`config.mk`:
```
export PLATFORM = sky130hd
export DESIGN_NAME = scancode_line_input_buffer
export DESIGN_NICKNAME = d
export VERILOG_FILES = /design/src/rtl/core/slib_pkg.sv /design/src/rtl/core/scancode_line_input_buffer.sv /design/src/rtl/core/slib_front.sv /design/src/rtl/core/slib_queue.sv /design/src/rtl/core/slib_back.sv
export SDC_FILE = /design/constraint.sdc
export NUM_CORES = 2
export LEC_CHECK = 0
export BUFFER_PORTS_ARGS = -buffer_cell sky130_fd_sc_hd__buf_2
export CORE_ASPECT_RATIO = 2
export CORE_MARGIN = 10
export CORE_UTILIZATION = 45
export DETAILED_ROUTE_END_ITERATION = 10
export SYNTH_ARGS = -nofsm -noshare
export SYNTH_HDL_FRONTEND = slang
export SYNTH_SLANG_ARGS = --single-unit
```
`constraint.sdc`:
```
create_clock -name clk -period 5.5 [get_ports clk]
set_clock_uncertainty 0.1 [all_clocks]
set_input_delay 0.55 -clock clk [delete_from_list [all_inputs] [get_ports clk]]
set_output_delay 0.55 -clock clk [all_outputs]
set_load 0.02 [all_outputs]
```
`src/rtl/core/slib_pkg.sv`:
```
// ---------------------------------------------------------------------------
// slib_pkg
// Types, constants and the scan code table shared by the line buffer.
// ---------------------------------------------------------------------------
package slib_pkg;

  localparam int RING_DEPTH = 256;
  localparam int IDX_W      = $clog2(RING_DEPTH);
  localparam int PTR_W      = IDX_W + 1;

  localparam logic [1:0] CMD_KEY   = 2'd0;
  localparam logic [1:0] CMD_BEGIN = 2'd1;
  localparam logic [1:0] CMD_FETCH = 2'd2;

  localparam logic [7:0] PREFIX_BYTE    = 8'hE0;
  localparam logic [7:0] CODE_BACKSPACE = 8'h0E;
  localparam logic [7:0] CODE_ENTER     = 8'h1C;
  localparam logic [6:0] NEWLINE_CHAR   = 7'd10;

  typedef struct packed {
    logic [1:0] cmd;
    logic [7:0] scan_byte;
    logic       reader_waiting;
  } item_t;

  typedef struct packed {
    logic       echo_valid;
    logic [6:0] echo_char;
    logic       erase;
    logic       wake_reader;
    logic       fetch_valid;
    logic [6:0] fetch_char;
  } result_t;

  typedef enum logic [2:0] {
    OP_NOP,
    OP_STORE,
    OP_ERASE,
    OP_BEGIN,
    OP_FETCH
  } op_t;

  typedef struct packed {
    op_t        op;
    logic [6:0] ch;
  } work_t;

  // Set 1 press codes to lower-case ASCII; zero where the key is not printable.
  function automatic logic [6:0] print_char(input logic [7:0] code);
    logic [6:0] c;
    unique case (code)
      8'h02: c = 7'h31;  8'h03: c = 7'h32;  8'h04: c = 7'h33;  8'h05: c = 7'h34;
      8'h06: c = 7'h35;  8'h07: c = 7'h36;  8'h08: c = 7'h37;  8'h09: c = 7'h38;
      8'h0A: c = 7'h39;  8'h0B: c = 7'h30;  8'h0C: c = 7'h2D;  8'h0D: c = 7'h3D;
      8'h10: c = 7'h71;  8'h11: c = 7'h77;  8'h12: c = 7'h65;  8'h13: c = 7'h72;
      8'h14: c = 7'h74;  8'h15: c = 7'h79;  8'h16: c = 7'h75;  8'h17: c = 7'h69;
      8'h18: c = 7'h6F;  8'h19: c = 7'h70;  8'h1A: c = 7'h5B;  8'h1B: c = 7'h5D;
      8'h1E: c = 7'h61;  8'h1F: c = 7'h73;  8'h20: c = 7'h64;  8'h21: c = 7'h66;
      8'h22: c = 7'h67;  8'h23: c = 7'h68;  8'h24: c = 7'h6A;  8'h25: c = 7'h6B;
      8'h26: c = 7'h6C;  8'h27: c = 7'h3B;  8'h28: c = 7'h27;  8'h29: c = 7'h60;
      8'h2B: c = 7'h5C;  8'h2C: c = 7'h7A;  8'h2D: c = 7'h78;  8'h2E: c = 7'h63;
      8'h2F: c = 7'h76;  8'h30: c = 7'h62;  8'h31: c = 7'h6E;  8'h32: c = 7'h6D;
      8'h33: c = 7'h2C;  8'h34: c = 7'h2E;  8'h35: c = 7'h2F;  8'h39: c = 7'h20;
      default: c = 7'h00;
    endcase
    return c;
  endfunction

endpackage

```
`src/rtl/core/scancode_line_input_buffer.sv`:
```
// ---------------------------------------------------------------------------
// scancode_line_input_buffer
// Scan code set 1 keyboard bytes into a ring of ASCII line characters.
// ---------------------------------------------------------------------------
//   channel   direction  handshake                    payload
//   item      in         item_valid / item_stall      item_t
//   result    out        result_valid / result_stall  result_t
//
// One beat is accepted per cycle while the front queue has room; every beat
// yields exactly one result beat.
// An accepted beat enters the queue; it is then popped, carried out on the ring
// and loaded into the result register. Reset clears the prefix flag, both ring
// pointers, the queue pointers and count, and the result valid flag; the ring
// contents are not cleared. A stalled result holds, and item_stall rises once
// both queue entries are taken.
// ---------------------------------------------------------------------------
module scancode_line_input_buffer import slib_pkg::*; (
  input  logic    clk,
  input  logic    rst,
  input  logic    item_valid,
  output logic    item_stall,
  input  item_t   item,
  output logic    result_valid,
  input  logic    result_stall,
  output result_t result
);

  logic  push;
  work_t push_work;
  logic  queue_full;
  logic  head_valid;
  work_t head_work;
  logic  pop;

  assign item_stall = queue_full;

  slib_front u_front (
    .clk        (clk),
    .rst        (rst),
    .item_valid (item_valid),
    .item       (item),
    .queue_full (queue_full),
    .push       (push),
    .work       (push_work)
  );

  slib_queue u_queue (
    .clk        (clk),
    .rst        (rst),
    .push       (push),
    .push_work  (push_work),
    .full       (queue_full),
    .head_valid (head_valid),
    .head_work  (head_work),
    .pop        (pop)
  );

  slib_back u_back (
    .clk          (clk),
    .rst          (rst),
    .head_valid   (head_valid),
    .head_work    (head_work),
    .pop          (pop),
    .result_valid (result_valid),
    .result       (result),
    .result_stall (result_stall)
  );

endmodule

```
`src/rtl/core/slib_front.sv`:
```
// ---------------------------------------------------------------------------
// slib_front
// Accepts command beats, tracks the extended prefix and classifies each beat.
// ---------------------------------------------------------------------------
module slib_front import slib_pkg::*; (
  input  logic    clk,
  input  logic    rst,
  input  logic    item_valid,
  input  item_t   item,
  input  logic    queue_full,
  output logic    push,
  output work_t   work
);

  logic       prefix_seen;
  logic       prefix_seen_next;
  logic [6:0] key_char;
  logic       plain_key;

  assign push = item_valid && !queue_full;

  always_comb begin
    key_char = print_char(item.scan_byte);
    if (item.scan_byte == CODE_ENTER) begin
      key_char = NEWLINE_CHAR;
    end
  end

  // A plain key is one that is neither the prefix nor the byte after it.
  assign plain_key = (item.cmd == CMD_KEY) && !prefix_seen &&
                     (item.scan_byte != PREFIX_BYTE);

  always_comb begin
    prefix_seen_next = prefix_seen;
    if (item.cmd == CMD_KEY) begin
      prefix_seen_next = !prefix_seen && (item.scan_byte == PREFIX_BYTE);
    end
  end

  always_comb begin
    work.op = OP_NOP;
    work.ch = key_char;
    priority if (item.cmd == CMD_BEGIN) begin
      work.op = OP_BEGIN;
    end else if (item.cmd == CMD_FETCH) begin
      work.op = OP_FETCH;
    end else if (plain_key && item.reader_waiting) begin
      if (key_char != 7'd0) begin
        work.op = OP_STORE;
      end else if (item.scan_byte == CODE_BACKSPACE) begin
        work.op = OP_ERASE;
      end
    end
  end

  always_ff @(posedge clk) begin
    if (rst) begin
      prefix_seen <= 1'b0;
    end else if (push) begin
      prefix_seen <= prefix_seen_next;
    end
  end

endmodule

```
`src/rtl/core/slib_queue.sv`:
```
// ---------------------------------------------------------------------------
// slib_queue
// Two-entry queue of classified work between the front and the back.
// ---------------------------------------------------------------------------
module slib_queue import slib_pkg::*; (
  input  logic  clk,
  input  logic  rst,
  input  logic  push,
  input  work_t push_work,
  output logic  full,
  output logic  head_valid,
  output work_t head_work,
  input  logic  pop
);

  work_t      entry [2];
  logic       wr_ptr;
  logic       rd_ptr;
  logic [1:0] count;

  assign full       = (count == 2'd2);
  assign head_valid = (count != 2'd0);
  assign head_work  = entry[rd_ptr];

  always_ff @(posedge clk) begin
    if (push) begin
      entry[wr_ptr] <= push_work;
    end
  end

  always_ff @(posedge clk) begin
    if (rst) begin
      wr_ptr <= 1'b0;
      rd_ptr <= 1'b0;
      count  <= 2'd0;
    end else begin
      if (push) begin
        wr_ptr <= !wr_ptr;
      end
      if (pop) begin
        rd_ptr <= !rd_ptr;
      end
      unique case ({push, pop})
        2'b10:   count <= count + 2'd1;
        2'b01:   count <= count - 2'd1;
        default: count <= count;
      endcase
    end
  end

endmodule

```
`src/rtl/core/slib_back.sv`:
```
// ---------------------------------------------------------------------------
// slib_back
// Owns the character ring and its pointers; executes work and drives results.
// ---------------------------------------------------------------------------
module slib_back import slib_pkg::*; (
  input  logic    clk,
  input  logic    rst,
  input  logic    head_valid,
  input  work_t   head_work,
  output logic    pop,
  output logic    result_valid,
  output result_t result,
  input  logic    result_stall
);

  logic [6:0]       ring [RING_DEPTH];
  logic [6:0]       rd_data;
  logic [PTR_W-1:0] write_pointer;
  logic [PTR_W-1:0] write_pointer_next;
  logic [PTR_W-1:0] read_pointer;
  logic [PTR_W-1:0] read_pointer_next;
  logic [PTR_W-1:0] unread;
  logic             ring_full;
  logic             ring_empty;
  logic             advance;
  logic             ring_wr;
  logic             rd_hit;
  logic             echo_valid;
  logic             erase;
  logic             wake_reader;
  logic             fetch_valid;
  logic [6:0]       echo_char;
  logic             echo_valid_c;
  logic             erase_c;
  logic             wake_c;
  logic             fetch_c;

  assign advance    = !result_valid || !result_stall;
  assign pop        = advance && head_valid;
  assign unread     = write_pointer - read_pointer;
  assign ring_full  = (unread == PTR_W'(RING_DEPTH));
  assign ring_empty = (unread == '0);

  always_comb begin
    write_pointer_next = write_pointer;
    read_pointer_next  = read_pointer;
    ring_wr            = 1'b0;
    echo_valid_c       = 1'b0;
    erase_c            = 1'b0;
    wake_c             = 1'b0;
    fetch_c            = 1'b0;
    unique case (head_work.op)
      OP_STORE: begin
        if (!ring_full) begin
          ring_wr            = 1'b1;
          write_pointer_next = write_pointer + 1'b1;
          echo_valid_c       = 1'b1;
          // Wake on Enter, or when this store takes the last free entry.
          wake_c = (head_work.ch == NEWLINE_CHAR) ||
                   (unread == PTR_W'(RING_DEPTH - 1));
        end
      end
      OP_ERASE: begin
        if (!ring_full && !ring_empty) begin
          write_pointer_next = write_pointer - 1'b1;
          erase_c            = 1'b1;
        end
      end
      OP_BEGIN: begin
        read_pointer_next = write_pointer;
      end
      OP_FETCH: begin
        if (!ring_empty) begin
          read_pointer_next = read_pointer + 1'b1;
          fetch_c           = 1'b1;
        end
      end
      default: begin
      end
    endcase
  end

  // Ring write and registered read. A store and a fetch never share a beat.
  always_ff @(posedge clk) begin
    if (pop && ring_wr) begin
      ring[write_pointer[IDX_W-1:0]] <= head_work.ch;
    end
    if (advance) begin
      rd_data <= ring[read_pointer[IDX_W-1:0]];
    end
  end

  always_ff @(posedge clk) begin
    if (advance) begin
      echo_valid  <= echo_valid_c;
      echo_char   <= echo_valid_c ? head_work.ch : 7'd0;
      erase       <= erase_c;
      wake_reader <= wake_c;
      rd_hit      <= fetch_c;
    end
  end

  assign fetch_valid = rd_hit;

  always_ff @(posedge clk) begin
    if (rst) begin
      result_valid  <= 1'b0;
      write_pointer <= '0;
      read_pointer  <= '0;
    end else begin
      if (advance) begin
        result_valid <= head_valid;
      end
      if (pop) begin
        write_pointer <= write_pointer_next;
        read_pointer  <= read_pointer_next;
      end
    end
  end

  always_comb begin
    result.echo_valid  = echo_valid;
    result.echo_char   = echo_char;
    result.erase       = erase;
    result.wake_reader = wake_reader;
    result.fetch_valid = fetch_valid;
    result.fetch_char  = fetch_valid ? rd_data : 7'd0;
  end

endmodule

```
Word level (Yosys, flattened, before mapping)
Memory sizes are Yosys's and may differ from the RTL's. A register that Yosys moved wholly into a read port is not among the register bits. Index checks and enable logic that the tools add are counted. W data, S select, Z words.

RAM bits: 1812. Bits in read-only memories: 448. Bits of input ports: 15. Bits in registers: 35. Memories: 3.

Memories: u_back.ring (words 256, width 7, rd ports 1, clocked after Yosys merged registers in 1, wr ports 1, line slib_back.sv:16) `logic [6:0] ring [RING_DEPTH];`; (no name shown) (words 64, width 7, rd ports 1, clocked after Yosys merged registers in 0, wr ports 0, line slib_pkg.sv:51) `unique case (code)`; u_queue.entry (words 2, width 10, rd ports 1, clocked after Yosys merged registers in 1, wr ports 1, line slib_queue.sv:16) `work_t entry [2];`.

Reduce and logical (&&, ||, !) cells: 30. Bitwise operators: 1. Multiplexer cells: 24. Add/subtract/negate cells: 6. Eq/ne operators: 19.

Operators with widths (count): $pmux W9 S2 (2); $mux W9 (3); $mux W7 (3); $add A9 B1 Y9 const B (2); $mux W3 (4); $mux W1 (10); $eq A9 B8 Y1 const B (1); $eq A9 B9 Y1 const B (1); $logic_not A9 Y1 (1); $sub A9 B1 Y9 const B (1); $sub A9 B9 Y9 (1); $eq A8 B4 Y1 const B (1); $eq A8 B5 Y1 const B (1); $eq A8 B8 Y1 const B (1); $logic_and A1 B1 Y1 (8); $logic_not A1 Y1 (8); $ne A8 B8 Y1 const B (1); $reduce_bool A2 Y1 (4); $eq A7 B4 Y1 const B (1); $reduce_bool A7 Y1 (1); $eq A2 B2 Y1 const B (3); $eq A3 B2 Y1 const B (2); $eq A2 B1 Y1 const B (2); $logic_not A2 Y1 (2); other kinds (14) (16).

Logic depth before layout (Yosys ltp)
Depth after elaboration: 8. Depth in mapped cells: 16. Gate-level depth less buffers: 12.

Hierarchy
From an unflattened synthesis, not the netlist that was laid out.

Cell total of the unflattened synthesis: 3879. Area, all modules: 74647.8 um2.

By module, submodules not included: slib_back (area an instance 72707.2 um2, times used 1, sequential area each 54732.5 um2, cells an instance 3694); slib_front (area an instance 1014.7 um2, times used 1, sequential area each 20.0 um2, cells an instance 132); slib_queue (area an instance 925.9 um2, times used 1, sequential area each 700.7 um2, cells an instance 53).

Worst setup path after synthesis
OpenSTA, ideal clock, no wires.

Kind: register to register. From: register (tool-made name). To: memory u_back.ring[0][6], data pin. Data arrival time: 3.627 ns. Stages on the path, launching flop included: 5. Slack: 0.998 ns. Path buffers: 2. Path through: dfxtp_1 clkbuf_1 buf_2 mux2i_1 inv_1.

RTL lines (line): to (decl) (slib_back.sv:16).

Worst setup path after layout
From: register u_back.write_pointer[0]. To: memory u_back.ring[217][6], enable pin.

Word-level cells in the longest chain between the ends: 7.

Ends and longest elaborated chain: from (decl) (line slib_back.sv:18) `logic [PTR_W-1:0] write_pointer;`; from (signal assigned) (line slib_back.sv:115) `write_pointer <= write_pointer_next;`; $sub A9 B9 Y9 (line slib_back.sv:40) `assign unread = write_pointer - read_pointer;`; $eq A9 B9 Y1 (line slib_back.sv:41) `assign ring_full = (unread == PTR_W'(RING_DEPTH));`; $mux W1 (line slib_back.sv:54) `if (!ring_full) begin`; $mux W1 (line slib_back.sv:52) `unique case (head_work.op)`; $logic_and A1 B1 Y1 (line slib_back.sv:85) `if (pop && ring_wr) begin`; $mux W1 (line slib_back.sv:85); $mux W1 (implied by the code) (line slib_back.sv:86) `ring[write_pointer[IDX_W-1:0]] <= head_work.ch;`.

Several ways; a longest one is shown, not always the timed one.

==> results by group <==
Run status
  – Status: complete, no violations

Yosys
  – Sequential share of the synthesized area: 74.9%
  – Synth Register Bits: 1855
  – FFs w/ async S/R, synth: 0%
  – Synth cell types: 78
  – Simple-Gate Fraction of Synth Area: 3.62%
  – Yosys top cell area share: 74.2%
  – Compound-gate portion of the synthesized area: 2.83%
  – Post-Synth XOR/XNOR Area: 0.189%
  – Post-Syn Instances: 3579
  – Post-Syn Area: 74000 um2
  – Adder-cell share of the synthesized area: 0.544%
  – Yosys warning count: 0
  – Top FF cell, synth: edfxtp_1
  – Main combinational cell family by area after synthesis: multiplexers
  – Top cells by area, synth: edfxtp_1 (74%), mux4_2 (16%), nor2_1 (1.6%)
  – Average size of a mapped cell: 20.7 um2
  – Mapped Nets: 3625
  – Post-synthesis mux area share: 16.1%
  – Post-synth EDFFs: 1830
  – Leading area contributor after synthesis: edfxtp_1

CTS
  – Total CTS buffers: 159
  – CTS Root Cell: clkbuf_16
  – Resized cells post-CTS: 0
  – Clk sinks: 1855
  – CTS tree: done
  – Worst-Skew Late Latency: 800 ps
  – Max H-tree Level: 4
  – Clk pin slew, worst setup/hold paths: 70 ps
  – Deepest clock path buffer count: 4

Global routing
  – Vias in the first global route: 37996
  – Global-route wire length before repair: 281000 um
  – GRT overflow: 0
  – Total GRT Usage: 21.5%
  – Antenna violations before repair: 5
  – Largest net degree at the start of global routing: 206

Power
  – Power Density: 430 nW/um2
  – Lkg Pwr: 24.6 nW
  – Max VDD drop: 535 uV

Worst setup path
  – Crit path max fanout: 21
  – Most frequent CP cell: inv_1
  – Critical path required time: 5830 ps
  – Arrival @ worst endpoint: 5010 ps
  – Crit. Startpoint: u_back.write_pointer[0]
  – Reg2reg end: u_back.ring[217][6]
  – WS Path Type: reg2reg
  – Slowest cell on crit path: nor2_1
  – Reg2reg path depth: 12
  – Critical path endpoint category: register
  – Slowest Stage Delay on Critical Path: 830 ps
  – FF-to-FF Start: u_back.write_pointer[0]
  – Critical-path cell list: inv_1, ha_1, inv_1, fa_1, a21oi_2, o211ai_1, a31oi_2, xnor2_1, a41oi_4, buf_12, nand4_1, nor2_1
  – R2r setup slk: 820 ps
  – Setup crit start kind: register

Timing
  – Slew margin rel.: 7.78%
  – Fmax: 214 MHz
  – Final Hold Viols: 0
  – Setup TNS: 0 ps
  – Slew Limit Fails: 0
  – Fin crit period: 4680 ps
  – Worst Slack Setup Final: 824 ps
  – Setup-failing EPs final: 0
  – RSZ-0062 raised after global routing: no
  – Period utilization: 85.0%
  – Slew @ Worst Pin: 1380 ps

Placement
  – Final HPWL DP: 126000 um
  – GP Congestion: 0.866
  – Number of port buffers: 34
  – Place WS: 857 ps

Routing
  – Wirelength, routed: 197000 um
  – WL per Instance: 33.4 um
  – DRT antenna net count: 0
  – Vias per cell: 6.10
  – Drt first pass iters: 8
  – Vias after detailed routing: 36031
  – Starting DRC count in detailed routing: 3532
  – Remaining DRCs: 0

Floorplan
  – Num ports: 35
  – Die width: 307 um
  – Starting density of the core: 45.2%
  – Die area: 182000 um2
  – Row count: 210
  – Die H: 594 um
  – Core ar.: 164000 um2

Finish
  – Area Overhead vs Synth: 10.3%
  – Nets: 3710
  – Layout cells sized above 1: 24.3%

Min path
  – Hold Path End: u_front.prefix_seen
  – Hold path startpoint: item[10]
  – Hold Crit Depth: 4
  – HP Class: in2reg

Run
  – Max_cap viols: 0
## what timing repair did
action                                 CTS  global route
endpoints found under the hold margin    2             0
buffers inserted                         0             0
hold buffers                             1             0
## cell usage in the layout, fill, tap and decap left out, types with 21 or more instances in the layout
cell type,count
a21oi_1,55
a221oi_1,25
a22o_1,21
a22oi_1,24
buf_2,34
buf_4,90
clkbuf_16,162
clkinv_1,42
clkinv_2,30
edfxtp_1,1830
ha_1,29
inv_1,21
mux2i_1,31
mux4_2,513
nand2_1,92
nand3_1,40
nor2_1,310
nor3_1,40
o21ai_0,40
## worst max path at each step
stage | to
floorplan | u_back.ring[0][6]
CTS | u_back.ring[217][6]
global placement | u_back.ring[217][1]
global route | u_back.ring[219][0]
finish | u_back.ring[217][6]
detailed placement | u_back.ring[217][0]
## synthesized netlist by cell type (all sizes together) (8+ instances only)
cell type  number
a21oi          57
a221oi         25
a22o           21
a22oi          24
a311oi          9
a31oi           8
and2           18
buf           135
clkbuf         80
dfxtp          25
edfxtp       1830
ha             29
inv            28
mux2i          31
mux4          513
nand2          93
nand2b         17
nand3          47
nand4          16
nor2          311
nor2b          19
nor3           40
nor4            9
o2111ai         8
o211ai         12
o21ai          42
o22ai          13
o31ai           9
xnor2          11
## per-stage QoR
step	utilization (%)	std cells	area (um2)	total power, W	hold WS [ps]
2_1_floorplan	-	3579	74000	0.0220	372
3_3_place_gp	46.9	5622	76700	0.0244	384
3_5_place_dp	46.9	5622	76700	0.0245	404
4_1_cts	49.9	5902	81600	0.0353	36.2
5_1_grt	49.9	5903	81600	0.0361	93.1
6_report	49.9	5903	81600	0.0351	72.7
## critical path: cells and delay by family, from the launching register on
kind	cells	cell delay, ps
AO/OA/AOI/OAI	4	980
XOR/XNOR	1	230
adder cells (fa/ha/maj)	2	640
buffers and inverters	3	500
flip-flops	1	310
AND/OR/NAND/NOR	2	1480
## flip-flops by register name (all words and copies together), names as in the netlist, 2 cells and up, named ones only
signal,count
u_queue.count,2
u_back.echo_char,7
u_back.read_pointer,9
u_back.ring,1792
u_back.write_pointer,9
u_back.rd_data,7
u_queue.entry,20
## cells by family (layout without fill, tap and decap cells)
group | count (synthesis) | count (layout)
simple gates | 596 | 596
flops | 1855 | 1855
xor+xnor | 16 | 16
mux | 550 | 550
other cells | 0 | 1
buf+inv | 245 | 448
compound gates | 286 | 286
fa+ha+maj | 31 | 31
## layout make-up
| type | count | area (um2) |
|---|---|---|
| Timing Repair Buffer | 139 | 1140 |
| Tap cell | 2120 | 2650 |
| Clock buffer | 182 | 4130 |
| Sequential cell | 1855 | 55500 |
| Inverter | 30 | 148 |
| Clock inverter | 97 | 774 |
| Fill cell | 13037 | 82000 |
| Multi-Input combinational cell | 1479 | 17300 |
| Antenna cell | 1 | 2.50 |
## per-layer routing
metal / GRT usage [%] / wire (um) / part of all wire [%]
met3: 2.65 / 10100 / 5.1
met2: 39.6 / 108000 / 55
met5: 0 / 0 / 0
met1: 23.6 / 65900 / 33
met4: 12.3 / 12800 / 6.5
## report_power, final
| group | internal [W] | switching (W) | leakage (nW) |
|---|---|---|---|
| combinational | 0.00241 | 0.00468 | 5.40 |
| clock | 0.00593 | 0.00503 | 2.42 |
| sequential | 0.0169 | 0.000103 | 16.8 |
| total | 0.0253 | 0.00981 | 24.6 |
(Power assumes the default switching activity.)
